<file path="src/rtl/pgl_pkg.sv">
// shared types and constants for the periodic grid laplacian unit
package pgl_pkg;

   localparam int MAX_X_DEF = 16;
   localparam int MAX_Y_DEF = 16;
   localparam int MAX_Z_DEF = 16;

   localparam int COORD_W    = 4;
   localparam int SIZE_W     = 5;
   localparam int DENS_W     = 16;
   localparam int INV_W      = 16;
   localparam int LAP_W      = 28;
   localparam int ACC_W      = 20;
   localparam int PROD_W     = ACC_W + INV_W + 1;
   localparam int FRAC_BITS  = 8;
   localparam int CSR_IDX_W  = 2;
   localparam int CSR_DATA_W = 16;
   localparam int STEP_W     = 3;

   localparam int CENTRE_WEIGHT = 6;

   localparam logic [SIZE_W-1:0] SIZE_RESET = SIZE_W'(16);
   localparam logic [INV_W-1:0]  INV_RESET  = INV_W'(256);

   localparam logic REQ_WRITE = 1'b0;
   localparam logic REQ_QUERY = 1'b1;

   localparam logic [CSR_IDX_W-1:0] CSR_SIZE_X = 2'd0;
   localparam logic [CSR_IDX_W-1:0] CSR_SIZE_Y = 2'd1;
   localparam logic [CSR_IDX_W-1:0] CSR_SIZE_Z = 2'd2;
   localparam logic [CSR_IDX_W-1:0] CSR_INV_SQ = 2'd3;

   localparam logic [STEP_W-1:0] STEP_CENTRE = 3'd0;
   localparam logic [STEP_W-1:0] STEP_XM     = 3'd1;
   localparam logic [STEP_W-1:0] STEP_XP     = 3'd2;
   localparam logic [STEP_W-1:0] STEP_YM     = 3'd3;
   localparam logic [STEP_W-1:0] STEP_YP     = 3'd4;
   localparam logic [STEP_W-1:0] STEP_ZM     = 3'd5;
   localparam logic [STEP_W-1:0] STEP_ZP     = 3'd6;

   typedef enum logic [2:0] {
      S_IDLE,
      S_CHECK,
      S_READ,
      S_DRAIN,
      S_MUL,
      S_EMIT
   } state_type;

   typedef struct packed {
      logic acc_en;
      logic acc_centre;
      logic mul_en;
   } ctl_type;

   typedef struct packed {
      logic emit;
      logic bad;
   } done_type;

endpackage

</file>
<file path="src/rtl/pgl_calc.sv">
// shared accumulator and scaling multiplier
module pgl_calc (
   input  logic                              clock,
   input  pgl_pkg::ctl_type                  ctl,
   input  logic [pgl_pkg::DENS_W-1:0]        rd_data,
   input  logic [pgl_pkg::INV_W-1:0]         inv_sq,
   output logic signed [pgl_pkg::LAP_W-1:0]  laplacian
);
   import pgl_pkg::*;

   logic signed [ACC_W-1:0]  acc_ff, acc_in;
   logic signed [PROD_W-1:0] prod_ff, prod_in;
   logic signed [ACC_W-1:0]  sample;

   always_comb begin
      sample = $signed(ACC_W'(rd_data));
      if (ctl.acc_centre) begin
         acc_in = ACC_W'(0) - sample * $signed(ACC_W'(CENTRE_WEIGHT));
      end else begin
         acc_in = acc_ff + sample;
      end
      prod_in = PROD_W'(acc_ff) * $signed(PROD_W'({1'b0, inv_sq}));
   end

   always_ff @(posedge clock) begin
      if (ctl.acc_en) begin
         acc_ff <= acc_in;
      end
      if (ctl.mul_en) begin
         prod_ff <= prod_in;
      end
   end

   // floor shift by the fraction bits
   assign laplacian = prod_ff[LAP_W+FRAC_BITS-1:FRAC_BITS];

endmodule

</file>
<file path="config.mk">
export PLATFORM = sky130hd
export DESIGN_NAME = pgl_calc
export DESIGN_NICKNAME = d
export VERILOG_FILES = /design/src/rtl/pgl_pkg.sv /design/src/rtl/pgl_calc.sv
export SDC_FILE = /design/constraint.sdc
export NUM_CORES = 1
export LEC_CHECK = 0
export BUFFER_PORTS_ARGS = -buffer_cell sky130_fd_sc_hd__buf_2
export CAP_MARGIN = 10
export CORE_MARGIN = 1.5
export CORE_UTILIZATION = 60
export DETAILED_ROUTE_END_ITERATION = 12
export GPL_ROUTABILITY_DRIVEN = 0
export PLACE_DENSITY = 0.78
export SYNTH_ARGS = -nofsm -noshare
export SYNTH_HDL_FRONTEND = slang
export SYNTH_SLANG_ARGS = --single-unit
</file>
<file path="constraint.sdc">
create_clock -name clock -period 21.5 [get_ports clock]
set_input_delay 4.3 -clock clock [delete_from_list [all_inputs] [get_ports clock]]
set_output_delay 4.3 -clock clock [all_outputs]
set_load 0.1 [all_outputs]
</file>
==> results.txt, run 1 <==
Max Clock Freq: 93.2 MHz
I/O Buffers: 63
ranking of synthesized cells by area: fa_1, ha_1, inv_1
worst-case clock buffer depth: 2
WL met1: 13.1 mm
Worst EP required: 21.56 ns
NumNets Final: 2152
multiplexer share of the synthesized area: 0.418%
Synth Area in Adders: 51.5%
Die Y: 162 µm
main combinational cell family by area after synthesis: adder cells
RSZ-0062 raised after global routing: no
H-tree depth: 2
Layout area overhead: 3.93%
worst slack at placement: 10.45 ns
status: completed
post-synthesis cell type count: 73
DR top layer: met4
period utilization: 49.9%
Post-Synth XOR/XNOR Area: 4.19%
Setup Fix Bufs, Post-CTS: 0
Final ANT Viol Nets: 0
vias in the first global route: 11900
Routed met3 length: 1.84 mm
Root Buffer: clkbuf_16
Cell Area, Synth: 0.0153 mm²
Initial DRC Count: 638
Reg2Reg Depth: 20
Worst Tran Pin Value: 0.813 ns
initial core utilization: 60.9%
first drt pass iteration count: 5
syn nets: 2146
final-report hold violation count: 0
Die X: 162 µm
ys flop type: edfxtp_1
CTS Buf Count: 5
Max-slew headroom: 45.8%
layout cells sized above 1: 5.54%
clock sink count: 48
worst skew pair latency: 0.31 ns
Hold/Removal Path Class: flip-flop to flip-flop
number of synthesized flops with an enable pin: 48
drc violations: 0
FF-to-FF End: prod_ff[35]
vias per inst: 5.52
CP max FO: 20
setup ws final: 10.77 ns
arrival time at the worst endpoint: 10.78 ns
first-pass GRT wire length: 57.2 mm
share of the synthesized area in the top cell type: 41.5%
Core Region: 0.0250 mm²
crit path launch type: primary input
YS warnings: 0
Hold-fix buffers, CTS: 0
post-synthesis average cell area: 9.12 µm²
number of top-level pins: 64
setup tns final: 0 ns
Setup CP Type: primary input to flip-flop
die area: 0.0264 mm²
reg-to-reg startpoint: acc_ff[12]
Antenna diodes: 0
final setup skew: 0.00980 ns
Simple-Gate Fraction of Synth Area: 15.9%
CTS clock-pin slew for the worst setup and hold paths: 0.08 ns
dominant cell type by area after synthesis: fa_1
number of max-cap violations: 0
WL met2: 16.8 mm
Final Max Slew Viols: 0
most frequent cell after synthesis: inv_1
GR Util All Layers: 27.5%
Post-CTS Resized: 0
vias: 11100
antenna violations before repair: 0
post-synthesis compound-gate area fraction: 7.06%
crit path time final: 10.73 ns
nature of the critical path endpoint: flip-flop
sequential element share of the synthesized area: 9.45%
Wirelength per Cell: 16.5 µm
Yosys reg bits: 48
Mapped Cells: 1672
synth cell count leaders: inv_1, fa_1, nand2_1
CP startpoint: inv_sq[3]
gr ovfl total: 0
Async S/R FF share, synth: 0%
num rows: 58
flop-to-flop setup slack: 14.24 ns
detailed-placement wirelength estimate: 27.2 mm
Setup crit end: prod_ff[35]
CTS tree: done
largest net degree at the start of global routing: 29
final wirelength: 33.1 mm
final setup vio count: 0
-- layer usage --
metal | vias up | global-route usage, %
met5 | - | 0
met4 | 0 | 11.1
met3 | 91 | 3.08
met2 | 386 | 49.0
met1 | 5529 | 34.3
li1 | 5076 | -
-- through the flow --
step	util, %	hold slack (ns)	cells	cell area [µm²]
final	63.3	1.11	2009	15900
after detailed placement	62.7	1.10	2001	15700
after CTS	63.3	1.12	2009	15900
after floorplan	-	0.717	1672	15300
after global routing	63.3	1.17	2009	15900
after global placement	62.7	1.08	2001	15700
-- cells by family (layout without fill, tap and decap cells) --
family | after synthesis | after routing
adders and majority gates | 438 | 438
xor gates and xnor gates | 73 | 73
AOI/OAI and AO/OA | 160 | 160
muxes | 6 | 6
DFF | 48 | 48
and+or+nand+nor | 487 | 487
buffers and inverters | 460 | 467
-- how the worst min path moves through the flow --
stage / slack, ns / start / endpoint / cells past startpoint
detailed placement: 1.10 / acc_ff[0] / acc_ff[0] / 2
global placement: 1.08 / acc_ff[0] / acc_ff[0] / 2
finish: 1.11 / acc_ff[0] / acc_ff[0] / 2
floorplan: 0.72 / acc_ff[0] / acc_ff[0] / 2
global route: 1.17 / acc_ff[0] / acc_ff[0] / 2
CTS: 1.12 / acc_ff[0] / acc_ff[0] / 2
-- sequential cells by signal, summed over array words and instances (netlist names) --
| signal | count |
|---|---|
| acc_ff | 20 |
| prod_ff | 28 |
-- critical path: stages --
cell and delay [ns]:
buf_2 0.37, nand2_1 0.14, fa_1 0.52, fa_1 0.56
inv_1 0.06, fa_1 0.52, fa_1 0.51, fa_1 0.49
inv_1 0.05, fa_1 0.47, inv_1 0.04, ha_1 0.41
nand4_1 0.15, or2_2 0.31, a221oi_1 0.57, o41ai_2 0.22
o31a_1 0.38, o21a_1 0.20, o21bai_1 0.22, a221oi_1 0.13
xnor2_1 0.14
-- placed cells by master (no fill, tap or decap), types with 46 or more instances in the layout --
cell type and n:
buf_2 63, nand2_1 226, inv_1 395, fa_1 316
a21oi_1 49, xnor2_1 46, edfxtp_1 48, ha_1 122
nor2_1 47, and2_1 126
-- area by class of cell --
class | count | area, µm²
Clock buffer | 5 | 125
Clock inverter | 3 | 17.5
Fill cell | 2103 | 9190
Inverter | 396 | 1490
Multi-Input combinational cell | 1164 | 12100
Sequential cell | 48 | 1440
Tap cell | 330 | 413
Timing Repair Buffer | 63 | 315
Power of run 1 is not shown: default switching activity piles up to over one toggle a cycle in this logic, so the estimate is an artifact.
==> run 2: changes to the inputs <==
--- a/config.mk
+++ b/config.mk
@@ -5,13 +5,14 @@
 export SDC_FILE = /design/constraint.sdc
 export NUM_CORES = 1
 export LEC_CHECK = 0
+export ABC_AREA = 1
 export BUFFER_PORTS_ARGS = -buffer_cell sky130_fd_sc_hd__buf_2
 export CAP_MARGIN = 10
 export CORE_MARGIN = 1.5
-export CORE_UTILIZATION = 60
+export CORE_UTILIZATION = 59
 export DETAILED_ROUTE_END_ITERATION = 12
 export GPL_ROUTABILITY_DRIVEN = 0
-export PLACE_DENSITY = 0.78
+export PLACE_DENSITY = 0.8
 export SYNTH_ARGS = -nofsm -noshare
 export SYNTH_HDL_FRONTEND = slang
 export SYNTH_SLANG_ARGS = --single-unit
==> constraint.sdc (replaced) <==
create_clock -name clock -period 9.4 [get_ports clock]
set_input_delay 1.88 -clock clock [delete_from_list [all_inputs] [get_ports clock]]
set_output_delay 1.88 -clock clock [all_outputs]
set_load 0.1 [all_outputs]
==> results.txt, run 2 <==
Post-CTS Resized: 0
Final Max Slew Viols: 0
vias in the first global route: 14200
Max Clock Freq: 134 MHz
Setup Fix Bufs, Post-CTS: 0
H-tree depth: 2
dominant cell type by area after synthesis: fa_1
Die Y: 169 µm
Reg2Reg Depth: 18
share of the synthesized area in the top cell type: 38.8%
first drt pass iteration count: 6
Wirelength per Cell: 16.3 µm
clock sink count: 48
register bank with the most flops: prod_ff
first-pass GRT wire length: 68.7 mm
commonest non-fill, non-tap cell in the layout: inv_1
Max-slew headroom: 36.4%
Yosys reg bits: 48
CP max stage cell: fa_1
post-synthesis cell type count: 44
Worst Tran Pin Value: 0.954 ns
initial core utilization: 60.3%
number of synthesized flops with an enable pin: 48
hold path cells: 3
Die X: 169 µm
ys flop type: edfxtp_1
worst skew pair latency: 0.30 ns
worst slack at placement: 1.68 ns
crit path cell chain: buf_2, nand2_1, fa_1, fa_1, inv_1, fa_1, fa_1, fa_1, inv_1, fa_1, inv_1, ha_1, nand2_1, nor2_1, nand3_1, o21ai_0, nand3_1, nand3_1, nand2_1
YS warnings: 0
antenna violations before repair: 0
vias: 13500
setup ws final: 1.95 ns
number of max-cap violations: 0
post-synthesis average cell area: 7.61 µm²
WHS Endpoint: acc_ff[16]
hold path startpoint: acc_ff[16]
Regs by FF count: prod_ff (28), acc_ff (20)
num rows: 60
die area: 0.0286 mm²
Root Buffer: clkbuf_16
Async S/R FF share, synth: 0%
status: completed
Hold-fix buffers, CTS: 0
worst-case clock buffer depth: 2
commonest cells after routing, fill and taps aside: inv_1, nand2_1, fa_1
Hold/Removal Path Class: flip-flop to flip-flop
Mapped Cells: 2142
Core Util, Final: 62.5%
most frequent cell after synthesis: inv_1
max FFs per register: 28
crit path time final: 7.45 ns
RSZ-0062 raised after global routing: no
Initial DRC Count: 955
final-report hold violation count: 0
Setup CP Type: primary input to flip-flop
Antenna diodes: 0
Worst EP required: 9.46 ns
syn nets: 2616
cell mode on critical path: fa_1
NumNets Final: 2611
final wirelength: 40.4 mm
GR Util All Layers: 30.5%
CTS tree: done
setup tns final: 0 ns
gr ovfl total: 0
Cell Area, Synth: 0.0163 mm²
nature of the critical path endpoint: flip-flop
I/O Buffers: 63
CP max FO: 20
largest net degree at the start of global routing: 29
synth cell count leaders: inv_1, nand2_1, fa_1
Core Region: 0.0270 mm²
drc violations: 0
sequential element share of the synthesized area: 8.84%
FF-to-FF End: prod_ff[32]
crit path launch type: primary input
CP peak stage delay: 0.56 ns
fin cells: 2478
number of top-level pins: 64
CTS Buf Count: 5
detailed-placement wirelength estimate: 33.6 mm
ranking of synthesized cells by area: fa_1, inv_1, nand2_1
placed insts: 2471
Layout area overhead: 3.60%
vias per inst: 5.46
arrival time at the worst endpoint: 7.51 ns
period utilization: 79.3%
layout cells sized above 1: 4.87%
final setup skew: 0.00331 ns
flop-to-flop setup slack: 3.01 ns
CTS clock-pin slew for the worst setup and hold paths: 0.07 ns
Final ANT Viol Nets: 0
final setup vio count: 0
reg-to-reg startpoint: acc_ff[5]
==> run 2: cell types whose count changed in the layout (fill, tap and decap cells not counted), sizes merged, moves of 7 or more <==
cell,previous run,this run
nand2,226,578
inv,397,611
and2,126,4
nand3,12,61
nor2,47,80
a21oi,50,80
o21ai,29,56
xnor2,46,20
a21o,18,2
nand4,5,16
nor2b,11,0
nor4,9,1
and3,8,1
o21a,11,4
==> run 2: layout make-up <==
type | count | area (µm²)
tap | 341 | 427
sequential | 48 | 1440
clock inverter | 2 | 12.5
fill | 2357 | 10100
timing repair buffer | 63 | 315
clock buffer | 5 | 125
multi-input combinational | 1407 | 12300
inverter | 612 | 2300
==> run 2: cell families after synthesis <==
group / after synthesis / share of synthesized area [%]
DFF: 48 / 8.84
xor gates and xnor gates: 44 / 2.36
AOI/OAI and AO/OA: 162 / 5.34
buffers and inverters: 687 / 15.9
and+or+nand+nor: 763 / 19.4
adders and majority gates: 438 / 48.2
==> run 2: how the worst max path moves through the flow <==
| stage | slack (ns) | startpoint | cells past startpoint | end |
|---|---|---|---|---|
| 6_report | 1.95 | inv_sq[3] | 19 | prod_ff[32] |
| 2_1_floorplan | 2.33 | inv_sq[2] | 20 | prod_ff[35] |
| 3_5_place_dp | 1.68 | inv_sq[2] | 17 | prod_ff[34] |
| 4_1_cts | 1.97 | inv_sq[2] | 17 | prod_ff[34] |
| 5_1_grt | 1.61 | inv_sq[2] | 17 | prod_ff[34] |
| 3_3_place_gp | 1.83 | inv_sq[2] | 17 | prod_ff[28] |
==> run 2: through the flow <==
| step | instance area, µm² | hold WS, ns |
|---|---|---|
| 2_1_floorplan | 16300 | 0.741 |
| 3_3_place_gp | 16800 | 1.11 |
| 3_5_place_dp | 16800 | 1.13 |
| 4_1_cts | 16900 | 1.16 |
| 5_1_grt | 16900 | 1.21 |
| 6_report | 16900 | 1.16 |
==> run 2: critical path, delay by kind of cell <==
kind	cells	cell delay (ns)
AOI/OAI and AO/OA	1	0.49
adders and majority gates	7	3.45
buffers and inverters	4	0.57
and+or+nand+nor	7	1.11
==> run 2: metal layers <==
metal  wire length [µm]  track usage [%]  share of wire (%)  vias to the layer above
met5                  0                0                  0                        -
met4               2120             15.3                5.2                        0
met3               3290             4.10                8.1                      124
met2              19500             52.7                 48                      596
met1              15500             37.7                 38                     6566
li1                   -                -                  -                     6235
Power of run 2 is left out for the same reason.
