### src/rtl/pgl_pkg.sv
// shared types and constants for the periodic grid laplacian unit
package pgl_pkg;

   localparam int MAX_X_DEF = 16;
   localparam int MAX_Y_DEF = 16;
   localparam int MAX_Z_DEF = 16;

   localparam int COORD_W    = 4;
   localparam int SIZE_W     = 5;
   localparam int DENS_W     = 16;
   localparam int INV_W      = 16;
   localparam int LAP_W      = 28;
   localparam int ACC_W      = 20;
   localparam int PROD_W     = ACC_W + INV_W + 1;
   localparam int FRAC_BITS  = 8;
   localparam int CSR_IDX_W  = 2;
   localparam int CSR_DATA_W = 16;
   localparam int STEP_W     = 3;

   localparam int CENTRE_WEIGHT = 6;

   localparam logic [SIZE_W-1:0] SIZE_RESET = SIZE_W'(16);
   localparam logic [INV_W-1:0]  INV_RESET  = INV_W'(256);

   localparam logic REQ_WRITE = 1'b0;
   localparam logic REQ_QUERY = 1'b1;

   localparam logic [CSR_IDX_W-1:0] CSR_SIZE_X = 2'd0;
   localparam logic [CSR_IDX_W-1:0] CSR_SIZE_Y = 2'd1;
   localparam logic [CSR_IDX_W-1:0] CSR_SIZE_Z = 2'd2;
   localparam logic [CSR_IDX_W-1:0] CSR_INV_SQ = 2'd3;

   localparam logic [STEP_W-1:0] STEP_CENTRE = 3'd0;
   localparam logic [STEP_W-1:0] STEP_XM     = 3'd1;
   localparam logic [STEP_W-1:0] STEP_XP     = 3'd2;
   localparam logic [STEP_W-1:0] STEP_YM     = 3'd3;
   localparam logic [STEP_W-1:0] STEP_YP     = 3'd4;
   localparam logic [STEP_W-1:0] STEP_ZM     = 3'd5;
   localparam logic [STEP_W-1:0] STEP_ZP     = 3'd6;

   typedef enum logic [2:0] {
      S_IDLE,
      S_CHECK,
      S_READ,
      S_DRAIN,
      S_MUL,
      S_EMIT
   } state_type;

   typedef struct packed {
      logic acc_en;
      logic acc_centre;
      logic mul_en;
   } ctl_type;

   typedef struct packed {
      logic emit;
      logic bad;
   } done_type;

endpackage

### src/rtl/pgl_seq.sv
// request sequencer: range check, neighbor addressing and read schedule
module pgl_seq #(
   parameter int MAX_X = pgl_pkg::MAX_X_DEF,
   parameter int MAX_Y = pgl_pkg::MAX_Y_DEF,
   parameter int MAX_Z = pgl_pkg::MAX_Z_DEF,
   parameter int AW    = $clog2(MAX_X * MAX_Y * MAX_Z)
) (
   input  logic                         clock,
   input  logic                         reset,
   input  logic                         req_valid,
   output logic                         req_ready,
   input  logic                         req_type,
   input  logic [pgl_pkg::COORD_W-1:0]  cell_x,
   input  logic [pgl_pkg::COORD_W-1:0]  cell_y,
   input  logic [pgl_pkg::COORD_W-1:0]  cell_z,
   input  logic [pgl_pkg::DENS_W-1:0]   density,
   input  logic [pgl_pkg::SIZE_W-1:0]   size_x,
   input  logic [pgl_pkg::SIZE_W-1:0]   size_y,
   input  logic [pgl_pkg::SIZE_W-1:0]   size_z,
   input  logic                         rsp_free,
   output logic                         mem_we,
   output logic                         mem_re,
   output logic [AW-1:0]                mem_addr,
   output logic [pgl_pkg::DENS_W-1:0]   mem_wdata,
   output pgl_pkg::ctl_type             ctl,
   output pgl_pkg::done_type            done
);
   import pgl_pkg::*;

   state_type          state_ff, state_in;
   logic [STEP_W-1:0]  step_ff, step_in;
   logic               type_ff, type_in;
   logic [SIZE_W-1:0]  x_ff, x_in, y_ff, y_in, z_ff, z_in;
   logic [DENS_W-1:0]  dens_ff, dens_in;
   logic               bad_ff, bad_in;
   logic               rd_valid_ff, rd_centre_ff;
   logic               mul_en;
   logic               emit;

   logic [SIZE_W-1:0]  sx, sy, sz;
   logic [SIZE_W-1:0]  xm, xp, ym, yp, zm, zp;
   logic               bad_now;
   logic [AW-1:0]      addr_mux;

   function automatic logic [SIZE_W-1:0] eff_size(input logic [SIZE_W-1:0] s,
                                                  input int lim);
      logic [SIZE_W-1:0] r;
      if (s == '0) begin
         r = SIZE_W'(1);
      end else if (32'(s) > lim) begin
         r = SIZE_W'(lim);
      end else begin
         r = s;
      end
      return r;
   endfunction

   function automatic logic [AW-1:0] cell_addr(input logic [SIZE_W-1:0] x,
                                               input logic [SIZE_W-1:0] y,
                                               input logic [SIZE_W-1:0] z);
      int a;
      a = int'(x) + MAX_X * (int'(y) + MAX_Y * int'(z));
      return a[AW-1:0];
   endfunction

   always_comb begin
      sx = eff_size(size_x, MAX_X);
      sy = eff_size(size_y, MAX_Y);
      sz = eff_size(size_z, MAX_Z);
      bad_now = (x_ff >= sx) || (y_ff >= sy) || (z_ff >= sz);
      xm = (x_ff == '0) ? sx - SIZE_W'(1) : x_ff - SIZE_W'(1);
      xp = (x_ff + SIZE_W'(1) == sx) ? '0 : x_ff + SIZE_W'(1);
      ym = (y_ff == '0) ? sy - SIZE_W'(1) : y_ff - SIZE_W'(1);
      yp = (y_ff + SIZE_W'(1) == sy) ? '0 : y_ff + SIZE_W'(1);
      zm = (z_ff == '0) ? sz - SIZE_W'(1) : z_ff - SIZE_W'(1);
      zp = (z_ff + SIZE_W'(1) == sz) ? '0 : z_ff + SIZE_W'(1);
      addr_mux = cell_addr(x_ff, y_ff, z_ff);
      if (state_ff == S_READ) begin
         case (step_ff)
            STEP_XM: addr_mux = cell_addr(xm, y_ff, z_ff);
            STEP_XP: addr_mux = cell_addr(xp, y_ff, z_ff);
            STEP_YM: addr_mux = cell_addr(x_ff, ym, z_ff);
            STEP_YP: addr_mux = cell_addr(x_ff, yp, z_ff);
            STEP_ZM: addr_mux = cell_addr(x_ff, y_ff, zm);
            STEP_ZP: addr_mux = cell_addr(x_ff, y_ff, zp);
            default: addr_mux = cell_addr(x_ff, y_ff, z_ff);
         endcase
      end
   end

   always_comb begin
      state_in  = state_ff;
      step_in   = step_ff;
      type_in   = type_ff;
      x_in      = x_ff;
      y_in      = y_ff;
      z_in      = z_ff;
      dens_in   = dens_ff;
      bad_in    = bad_ff;
      req_ready = 1'b0;
      mem_we    = 1'b0;
      mem_re    = 1'b0;
      mul_en    = 1'b0;
      emit      = 1'b0;
      case (state_ff)
         S_IDLE: begin
            req_ready = 1'b1;
            if (req_valid) begin
               type_in  = req_type;
               x_in     = SIZE_W'(cell_x);
               y_in     = SIZE_W'(cell_y);
               z_in     = SIZE_W'(cell_z);
               dens_in  = density;
               state_in = S_CHECK;
            end
         end
         S_CHECK: begin
            bad_in = bad_now;
            if (bad_now) begin
               state_in = S_EMIT;
            end else if (type_ff == REQ_WRITE) begin
               mem_we   = 1'b1;
               state_in = S_IDLE;
            end else begin
               step_in  = STEP_CENTRE;
               state_in = S_READ;
            end
         end
         S_READ: begin
            mem_re = 1'b1;
            if (step_ff == STEP_ZP) begin
               state_in = S_DRAIN;
            end else begin
               step_in = step_ff + STEP_W'(1);
            end
         end
         S_DRAIN: begin
            state_in = S_MUL;
         end
         S_MUL: begin
            mul_en   = 1'b1;
            state_in = S_EMIT;
         end
         S_EMIT: begin
            if (rsp_free) begin
               emit     = 1'b1;
               state_in = S_IDLE;
            end
         end
         default: begin
            state_in = S_IDLE;
         end
      endcase
   end

   always_ff @(posedge clock) begin
      if (reset) begin
         state_ff     <= S_IDLE;
         step_ff      <= STEP_CENTRE;
         rd_valid_ff  <= 1'b0;
         rd_centre_ff <= 1'b0;
      end else begin
         state_ff     <= state_in;
         step_ff      <= step_in;
         rd_valid_ff  <= mem_re;
         rd_centre_ff <= mem_re && (step_ff == STEP_CENTRE);
      end
   end

   always_ff @(posedge clock) begin
      type_ff <= type_in;
      x_ff    <= x_in;
      y_ff    <= y_in;
      z_ff    <= z_in;
      dens_ff <= dens_in;
      bad_ff  <= bad_in;
   end

   assign mem_addr  = addr_mux;
   assign mem_wdata = dens_ff;
   assign ctl       = '{acc_en: rd_valid_ff, acc_centre: rd_centre_ff, mul_en: mul_en};
   assign done      = '{emit: emit, bad: bad_ff};

   a_accept_check: assert property (@(posedge clock) disable iff (reset)
      req_valid && req_ready |=> state_ff == S_CHECK)
      else $error("accepted request did not enter range check");

   a_last_read: assert property (@(posedge clock) disable iff (reset)
      state_ff == S_READ && step_ff == STEP_ZP |=> state_ff == S_DRAIN && ctl.acc_en)
      else $error("seventh read not followed by drain accumulate");

   a_write_good: assert property (@(posedge clock) disable iff (reset)
      mem_we |-> state_ff == S_CHECK && !bad_now && type_ff == REQ_WRITE)
      else $error("grid written outside a good write request");

endmodule

### config.mk
export PLATFORM = sky130hd
export DESIGN_NAME = pgl_seq
export DESIGN_NICKNAME = d
export VERILOG_FILES = /design/src/rtl/pgl_pkg.sv /design/src/rtl/pgl_seq.sv
export SDC_FILE = /design/constraint.sdc
export NUM_CORES = 1
export LEC_CHECK = 0
export BUFFER_PORTS_ARGS = -buffer_cell sky130_fd_sc_hd__buf_2
export CORE_MARGIN = 1.5
export CORE_UTILIZATION = 52
export CTS_BUF_LIST = sky130_fd_sc_hd__clkbuf_8
export CTS_CLUSTER_DIAMETER = 60
export DETAILED_ROUTE_END_ITERATION = 10
export GPL_ROUTABILITY_DRIVEN = 1
export MAX_ROUTING_LAYER = met4
export PLACE_DENSITY = 0.79
export SYNTH_ARGS = -nofsm -noshare
export SYNTH_HDL_FRONTEND = slang
export SYNTH_SLANG_ARGS = --single-unit
### constraint.sdc
create_clock -name clock -period 5.6 [get_ports clock]
set_input_delay 0.56 -clock clock [delete_from_list [all_inputs] [get_ports clock]]
set_output_delay 0.56 -clock clock [all_outputs]
set_load 0.02 [all_outputs]
==> flow_summary.json, run 1 <==
{
  "hold_depth": 1,
  "critPathLaunchType": "flip-flop",
  "synth_ff_type": "edfxtp_1",
  "clock_power_share": 0.219,
  "total_leakage_power_nw": 1.59,
  "drv_cap": 0,
  "synth.area.mux_share": 0.0218,
  "rows": 28,
  "cp_slowest_cell": "nor3b_1",
  "synthAdderAreaFrac": 0.119,
  "yosys_warnings": 0,
  "report.power.total_mw": 1.09,
  "r2r-start": "z_ff[0]$_DFFE_PP_",
  "clkLatencyLatePin_ps": 290,
  "drive_above_1_share": 0.248,
  "status": "finished clean",
  "dpl_cell_area_sq_mm": 0.00357,
  "gp_congestion": 0.941,
  "area_growth_pct": 16.8,
  "hold_start": "cell_x[1]",
  "critPathTopFamily": "compound AO/OA/AOI/OAI gates",
  "p_seq_frac": 0.389,
  "cts_tree": "done",
  "core_area_sq_mm": 0.00589,
  "hp-class": "in -> reg",
  "r2r.worst_path.cells": 8,
  "postCtsSetupBuffers": 0,
  "cts_buffer_depth": 2,
  "crit_buf_inv": 2,
  "cts_hold_buf": 0,
  "slowest_delay_ps": 470,
  "synth-simple-area-share": 0.193,
  "synth_edf_count": 30,
  "post-route-period-util": 0.840,
  "worst_slew_pin_slew_ps": 1040,
  "antenna_found_initial": 0,
  "netlist_instances": 348,
  "io_pins": 84,
  "crit_chain": "inv_1 > ha_1 > nor3b_1 > mux2_2 > ha_1 > nor2_1 > a21oi_1 > o41ai_1 > ha_1 > and2_1 > a21oi_1 > o22ai_1 > o221ai_1 > a22o_1 > buf_2",
  "switching_share": 0.374,
  "finClkSkew_ps": 2.90,
  "rsz0062_at_grt": "no",
  "grt_max_degree": 25,
  "finalCriticalPeriod_ps": 4710,
  "grt_pass1_wl_mm": 12.0,
  "rrSetupSlack_ps": 3010,
  "pre_cts_ws_ps": 1270,
  "p_switching_mw": 0.408,
  "clkSlewWorstSetupHoldPaths_ps": 70,
  "grt_use_total": 0.241,
  "grt_pass1_vias": 2787,
  "ctsResizeCount": 0,
  "htreeDepth": 2,
  "vias": 2910,
  "ys_async_sr_fraction": 0,
  "p_comb_frac": 0.392,
  "antenna_cells": 0,
  "syn_avg_cell_area_sq_um": 9.07,
  "p_int_mw": 0.683,
  "synth_compound_area_frac": 0.216,
  "place_hpwl_mm": 5.72,
  "synth_area_sq_mm": 0.00316,
  "worstPathArrival_ps": 4150,
  "port_buffers": 83,
  "gr-total-overflow": 0,
  "die-area_sq_mm": 0.00655,
  "cts_sinks": 38,
  "fin_util": 0.626,
  "drt_pass1_iterations": 4,
  "fillers": 520,
  "design_area_sq_mm": 0.00369,
  "final.setup.tns_ps": 0,
  "hold_viol_final": 0,
  "cp_max_fo": 6,
  "synth_seq_area_share": 0.336,
  "clockRootBuffer": "clkbuf_8",
  "drtAntennaViolNets": 0,
  "nets": 500,
  "synth-seq-cells": 38,
  "worst_slack_ps": 894,
  "dr.first_iter.drc_count": 143,
  "maxSlewViolCount": 0,
  "yosysUniqueCellTypes": 71,
  "routed_wl_mm": 7.26,
  "wire_per_inst_um": 14.6,
  "crit_top_cell": "ha_1",
  "worstHoldEndpoint": "x_ff[1]$_DFFE_PP_",
  "irDropWorstVdd_mv": 0.253,
  "relSlewSlack": 0.307,
  "die_h_um": 80.9,
  "hold_ws_ps": 439,
  "start_util": 0.536,
  "r2r-end": "step_ff[1]$_SDFFE_PP0P_",
  "end_kind": "output pin",
  "dp_cells": 490,
  "synth-xor-area-share": 0.0543,
  "worstSetupPathType": "reg -> out",
  "syn_nets": 426,
  "die_x_um": 80.9,
  "p_per_area_mw_per_mm2": 296,
  "setup_viol": 0,
  "fmax_ghz": 0.212,
  "viasPerCell": 5.84,
  "drc": 0,
  "cp.required_ps": 5040,
  "cts_made_buffers": 5,
  "fin_cells": 498,
  "synth_top_family_by_area": "compound AO/OA/AOI/OAI gates"
}
-- worst max-delay path by stage --
stage | end | from | slack [ps] | cells after the start
after CTS | mem_addr[10] | x_ff[0]$_DFFE_PP_ | 890 | 15
final | mem_addr[10] | x_ff[0]$_DFFE_PP_ | 890 | 15
after global routing | mem_addr[10] | x_ff[0]$_DFFE_PP_ | 560 | 15
after global placement | mem_addr[10] | x_ff[0]$_DFFE_PP_ | 1340 | 15
after floorplan | mem_addr[8] | x_ff[0]$_DFFE_PP_ | 1630 | 14
after detailed placement | mem_addr[10] | x_ff[0]$_DFFE_PP_ | 1270 | 15
-- placed cells by master (no fill, tap or decap), types with 3 or more instances in the layout --
master,count
a211oi_1,4
a21o_1,4
a21oi_1,21
a22o_1,3
a22oi_1,3
a31oi_1,8
and2_1,5
and3_1,7
buf_2,83
clkbuf_8,6
dfxtp_1,8
edfxtp_1,30
ha_1,30
inv_1,24
mux2_2,3
nand2_1,25
nand2b_1,11
nand3_1,12
nor2_1,21
nor2b_1,4
nor3_1,11
nor3b_1,5
o211ai_1,3
o21ai_0,21
o221ai_1,4
or3_1,3
xnor2_1,13
xor2_1,4
-- cell usage after synthesis, types with 3 or more instances --
cell / n / share of area
o21ai_0: 21 / 0.033
inv_1: 23 / 0.027
nand2b_1: 11 / 0.022
o211ai_1: 3 / 0.0071
nor3_1: 11 / 0.017
a31oi_1: 8 / 0.016
mux2_2: 3 / 0.011
buf_4: 5 / 0.012
xnor2_1: 13 / 0.036
a22oi_1: 3 / 0.0071
nand2_1: 25 / 0.030
xor2_1: 4 / 0.011
and3_1: 7 / 0.014
a211oi_1: 4 / 0.0095
and2_1: 5 / 0.0099
o221ai_1: 4 / 0.011
nor2_1: 21 / 0.025
a21oi_1: 21 / 0.033
a22o_1: 3 / 0.0083
or3_1: 3 / 0.0059
clkbuf_1: 8 / 0.0095
nand3_1: 12 / 0.019
nor3b_1: 5 / 0.012
edfxtp_1: 30 / 0.29
dfxtp_1: 8 / 0.051
a21o_1: 4 / 0.0095
ha_1: 30 / 0.12
nor2b_1: 4 / 0.0079
-- power groups by stage --
stage                     registers [mW]  clock network, mW  logic (mW)
after floorplan                    0.429                  0       0.307
after global placement             0.428                  0       0.416
after detailed placement           0.428                  0       0.424
after CTS                          0.423              0.242       0.427
after global routing               0.432              0.253       0.475
final                              0.424              0.239       0.427
-- area by class of cell --
type | instances | area, sq um | area share
Clock buffer | 6 | 82.6 | 0.0224
Sequential cell | 38 | 1060 | 0.288
Tap cell | 75 | 93.8 | 0.0254
Inverter | 23 | 86.3 | 0.0234
Timing Repair Buffer | 84 | 423 | 0.115
Multi-Input combinational cell | 270 | 1910 | 0.517
Clock inverter | 2 | 33.8 | 0.00916
-- flip-flops by register name (all words and copies together) (netlist names) --
signal        count
rd_valid_ff       1
bad_ff            1
x_ff              4
z_ff              4
step_ff           3
y_ff              4
mem_wdata        16
type_ff           1
rd_centre_ff      1
state_ff          3
-- routing by layer --
metal | part of all wire | GRT usage
met2 | 0.47 | 0.385
met5 | 0 | -
met3 | 0.065 | 0.0517
met1 | 0.44 | 0.294
met4 | 0.020 | 0.102
-- logic make-up after synthesis --
| group | Yosys count |
|---|---|
| DFF | 38 |
| and+or+nand+nor | 116 |
| adders and majority gates | 30 |
| muxes | 6 |
| xor gates and xnor gates | 18 |
| buffers and inverters | 40 |
| AOI/OAI and AO/OA | 100 |
-- worst register-to-register path: cells and delay by family, from the launching register on --
family | cells | cell delay, ps
buf+inv | 1 | 200
simple gates | 2 | 380
compound gates | 4 | 1040
flops | 1 | 530
fa+ha+maj | 1 | 340
(Power assumes the default switching activity.)
==> run 2, diff against run 1 <==
--- a/config.mk
+++ b/config.mk
@@ -5,9 +5,10 @@
 export SDC_FILE = /design/constraint.sdc
 export NUM_CORES = 1
 export LEC_CHECK = 0
+export ABC_AREA = 1
 export BUFFER_PORTS_ARGS = -buffer_cell sky130_fd_sc_hd__buf_2
 export CORE_MARGIN = 1.5
-export CORE_UTILIZATION = 52
+export CORE_UTILIZATION = 50
 export CTS_BUF_LIST = sky130_fd_sc_hd__clkbuf_8
 export CTS_CLUSTER_DIAMETER = 60
 export DETAILED_ROUTE_END_ITERATION = 10
==> constraint.sdc (replaced) <==
create_clock -name clock -period 4.25 [get_ports clock]
set_input_delay 0.425 -clock clock [delete_from_list [all_inputs] [get_ports clock]]
set_output_delay 0.425 -clock clock [all_outputs]
set_load 0.02 [all_outputs]
==> run 2 against run 1 <==
Compared with the run above:
- highest routed layer unchanged
- flip-flop and latch count did not move
- global-route usage fell by 0.75 points
- utilization fell by 2.3 points
- first-iteration DRC count fell by 16%
- critical endpoint is now mem_addr[9]
- sequential power rose by 32%
- largest power group unchanged
- sequential share of layout area fell by 1.1 points
- total power rose by 37%
- combinational power rose by 66%
- non-clock buffer count did not move
- register-to-register slack got worse by 850 ps
- critical path type unchanged
- clock skew rose by 3.7 ps
==> flow_summary.json, run 2 <==
{
  "cts_buffer_depth": 2,
  "core_area_sq_mm": 0.00635,
  "rsz0062_at_grt": "no",
  "gp_congestion": 0.956,
  "vias": 3324,
  "total_leakage_power_nw": 2.00,
  "r2r-start": "y_ff[2]$_DFFE_PP_",
  "place_hpwl_mm": 6.37,
  "routed_wl_mm": 7.76,
  "cts_hold_buf": 0,
  "rows": 29,
  "drv_cap": 0,
  "p_per_area_mw_per_mm2": 391,
  "synth_edf_count": 30,
  "hp-class": "in -> reg",
  "worst_slew_pin_slew_ps": 675,
  "cts_tree": "done",
  "worstSetupPathType": "reg -> out",
  "clkLatencyLatePin_ps": 290,
  "syn_avg_cell_area_sq_um": 6.81,
  "grt_pass1_wl_mm": 13.1,
  "r2r-end": "step_ff[0]$_SDFFE_PP0P_",
  "drive_above_1_share": 0.179,
  "cts_made_buffers": 5,
  "relSlewSlack": 0.545,
  "setup_viol": 0,
  "ctsResizeCount": 0,
  "post-route-period-util": 0.925,
  "nets": 642,
  "dr.first_iter.drc_count": 120,
  "synth_top_area_share": 0.274,
  "area_growth_pct": 16.6,
  "port_buffers": 83,
  "synth_most_common_cell": "nand2_1",
  "antenna_cells": 0,
  "maxSlewViolCount": 0,
  "netlist_instances": 482,
  "synth_area_sq_mm": 0.00328,
  "fmax_ghz": 0.254,
  "critPathLaunchType": "flip-flop",
  "r2r.worst_path.cells": 11,
  "htreeDepth": 2,
  "report.power.total_mw": 1.50,
  "gr-total-overflow": 0,
  "layout_commonest_cell": "nand2_1",
  "endpoint": "mem_addr[9]",
  "yosys_warnings": 0,
  "grt_pass1_vias": 3124,
  "rrSetupSlack_ps": 2160,
  "hold_ws_ps": 307,
  "clockRootBuffer": "clkbuf_8",
  "status": "finished clean",
  "hold_viol_final": 0,
  "worstPathArrival_ps": 3510,
  "yosysUniqueCellTypes": 32,
  "drc": 0,
  "synth-seq-cells": 38,
  "postCtsSetupBuffers": 0,
  "finClkSkew_ps": 6.62,
  "final_cell_mix": "nand2_1 (137), buf_2 (83), inv_1 (77)",
  "final.setup.tns_ps": 0,
  "ys_async_sr_fraction": 0,
  "cp.required_ps": 3830,
  "drt_pass1_iterations": 5,
  "synth_top_area_cell": "edfxtp_1",
  "wire_per_inst_um": 12.1,
  "syn_nets": 560,
  "die_h_um": 84.1,
  "die_x_um": 84.1,
  "clkSlewWorstSetupHoldPaths_ps": 70,
  "synth_seq_area_share": 0.323,
  "end_kind": "output pin",
  "antenna_found_initial": 0,
  "start_util": 0.517,
  "viasPerCell": 5.18,
  "drtAntennaViolNets": 0,
  "crit_start": "y_ff[0]$_DFFE_PP_",
  "fin_cells": 642,
  "synth_area_leaders": "edfxtp_1 (27%), nand2_1 (16%), ha_1 (11%)",
  "synth_ff_type": "edfxtp_1",
  "synth_commonest_cells": "nand2_1 (137), inv_1 (75), nor2_1 (63)",
  "grt_max_degree": 25,
  "io_pins": 84,
  "die-area_sq_mm": 0.00706,
  "cts_sinks": 38,
  "dp_cells": 634,
  "irDropWorstVdd_mv": 0.456,
  "grt_use_total": 0.233,
  "largest_reg_flops": 16,
  "cp_max_fo": 6,
  "finalCriticalPeriod_ps": 3930
}
## run 2: kinds of logic (layout without fill, tap and decap cells)
family	count (synthesis)	after routing	synth area share
and+or+nand+nor	264	264	0.336
buffers and inverters	86	169	0.108
AOI/OAI and AO/OA	54	54	0.0914
DFF	38	38	0.323
adders and majority gates	30	30	0.114
xor gates and xnor gates	10	10	0.0267
## run 2: worst min path at each step
stage	start	end	slack [ps]	depth (start not counted)
2_1_floorplan	reset	state_ff[0]$_SDFFE_PP0P_	490	1
3_3_place_gp	step_ff[2]$_SDFFE_PP0P_	rd_centre_ff$_SDFF_PP0_	500	1
3_5_place_dp	step_ff[2]$_SDFFE_PP0P_	rd_centre_ff$_SDFF_PP0_	510	1
4_1_cts	density[7]	mem_wdata[7]$_DFFE_PP_	300	1
5_1_grt	density[5]	mem_wdata[5]$_DFFE_PP_	300	1
6_report	density[7]	mem_wdata[7]$_DFFE_PP_	310	1
## run 2: report_power, final
part	internal (mW)	switching (mW)	total [mW]
registers	0.492	0.0697	0.561
logic	0.244	0.466	0.710
clock network	0.111	0.117	0.228
## run 2: area by class of cell
cell class | count | area [sq um]
Clock buffer | 5 | 68.8
Clock inverter | 3 | 15.0
Sequential cell | 38 | 1060
Multi-Input combinational cell | 358 | 1870
Tap cell | 77 | 96.3
Timing Repair Buffer | 84 | 423
Fill cell | 595 | 2520
Inverter | 77 | 292
## run 2: routing by layer
layer | track usage | up-vias | wire [um]
li1 | - | 1721 | -
met3 | 0.0356 | 15 | 626
met1 | 0.287 | 1447 | 3330
met4 | 0.0805 | 0 | 218
met5 | - | - | 0
met2 | 0.391 | 141 | 3590
## run 2: metrics by stage
| step | worst slack (ps) | cell area [sq um] | util |
|---|---|---|---|
| final | 318 | 3830 | 0.603 |
| after global routing | 42.4 | 3830 | 0.603 |
| after detailed placement | 625 | 3740 | 0.589 |
| after CTS | 302 | 3830 | 0.603 |
| after global placement | 762 | 3740 | 0.589 |
| after floorplan | 998 | 3280 | - |
## run 2: critical path, cell delays in order, from the launching register on
cell and delay (ps):
edfxtp_1 470, inv_1 180, ha_1 190, nand3_1 190
o21ai_0 340, inv_1 80, ha_1 210, inv_1 70
nor2_1 50, nand2_1 70, o21ai_0 70, a21oi_1 130
nor2_1 80, ha_1 200, ha_1 280, nand2_1 50
o21ai_0 120, a21oi_2 50, a21oi_1 190, buf_2 190
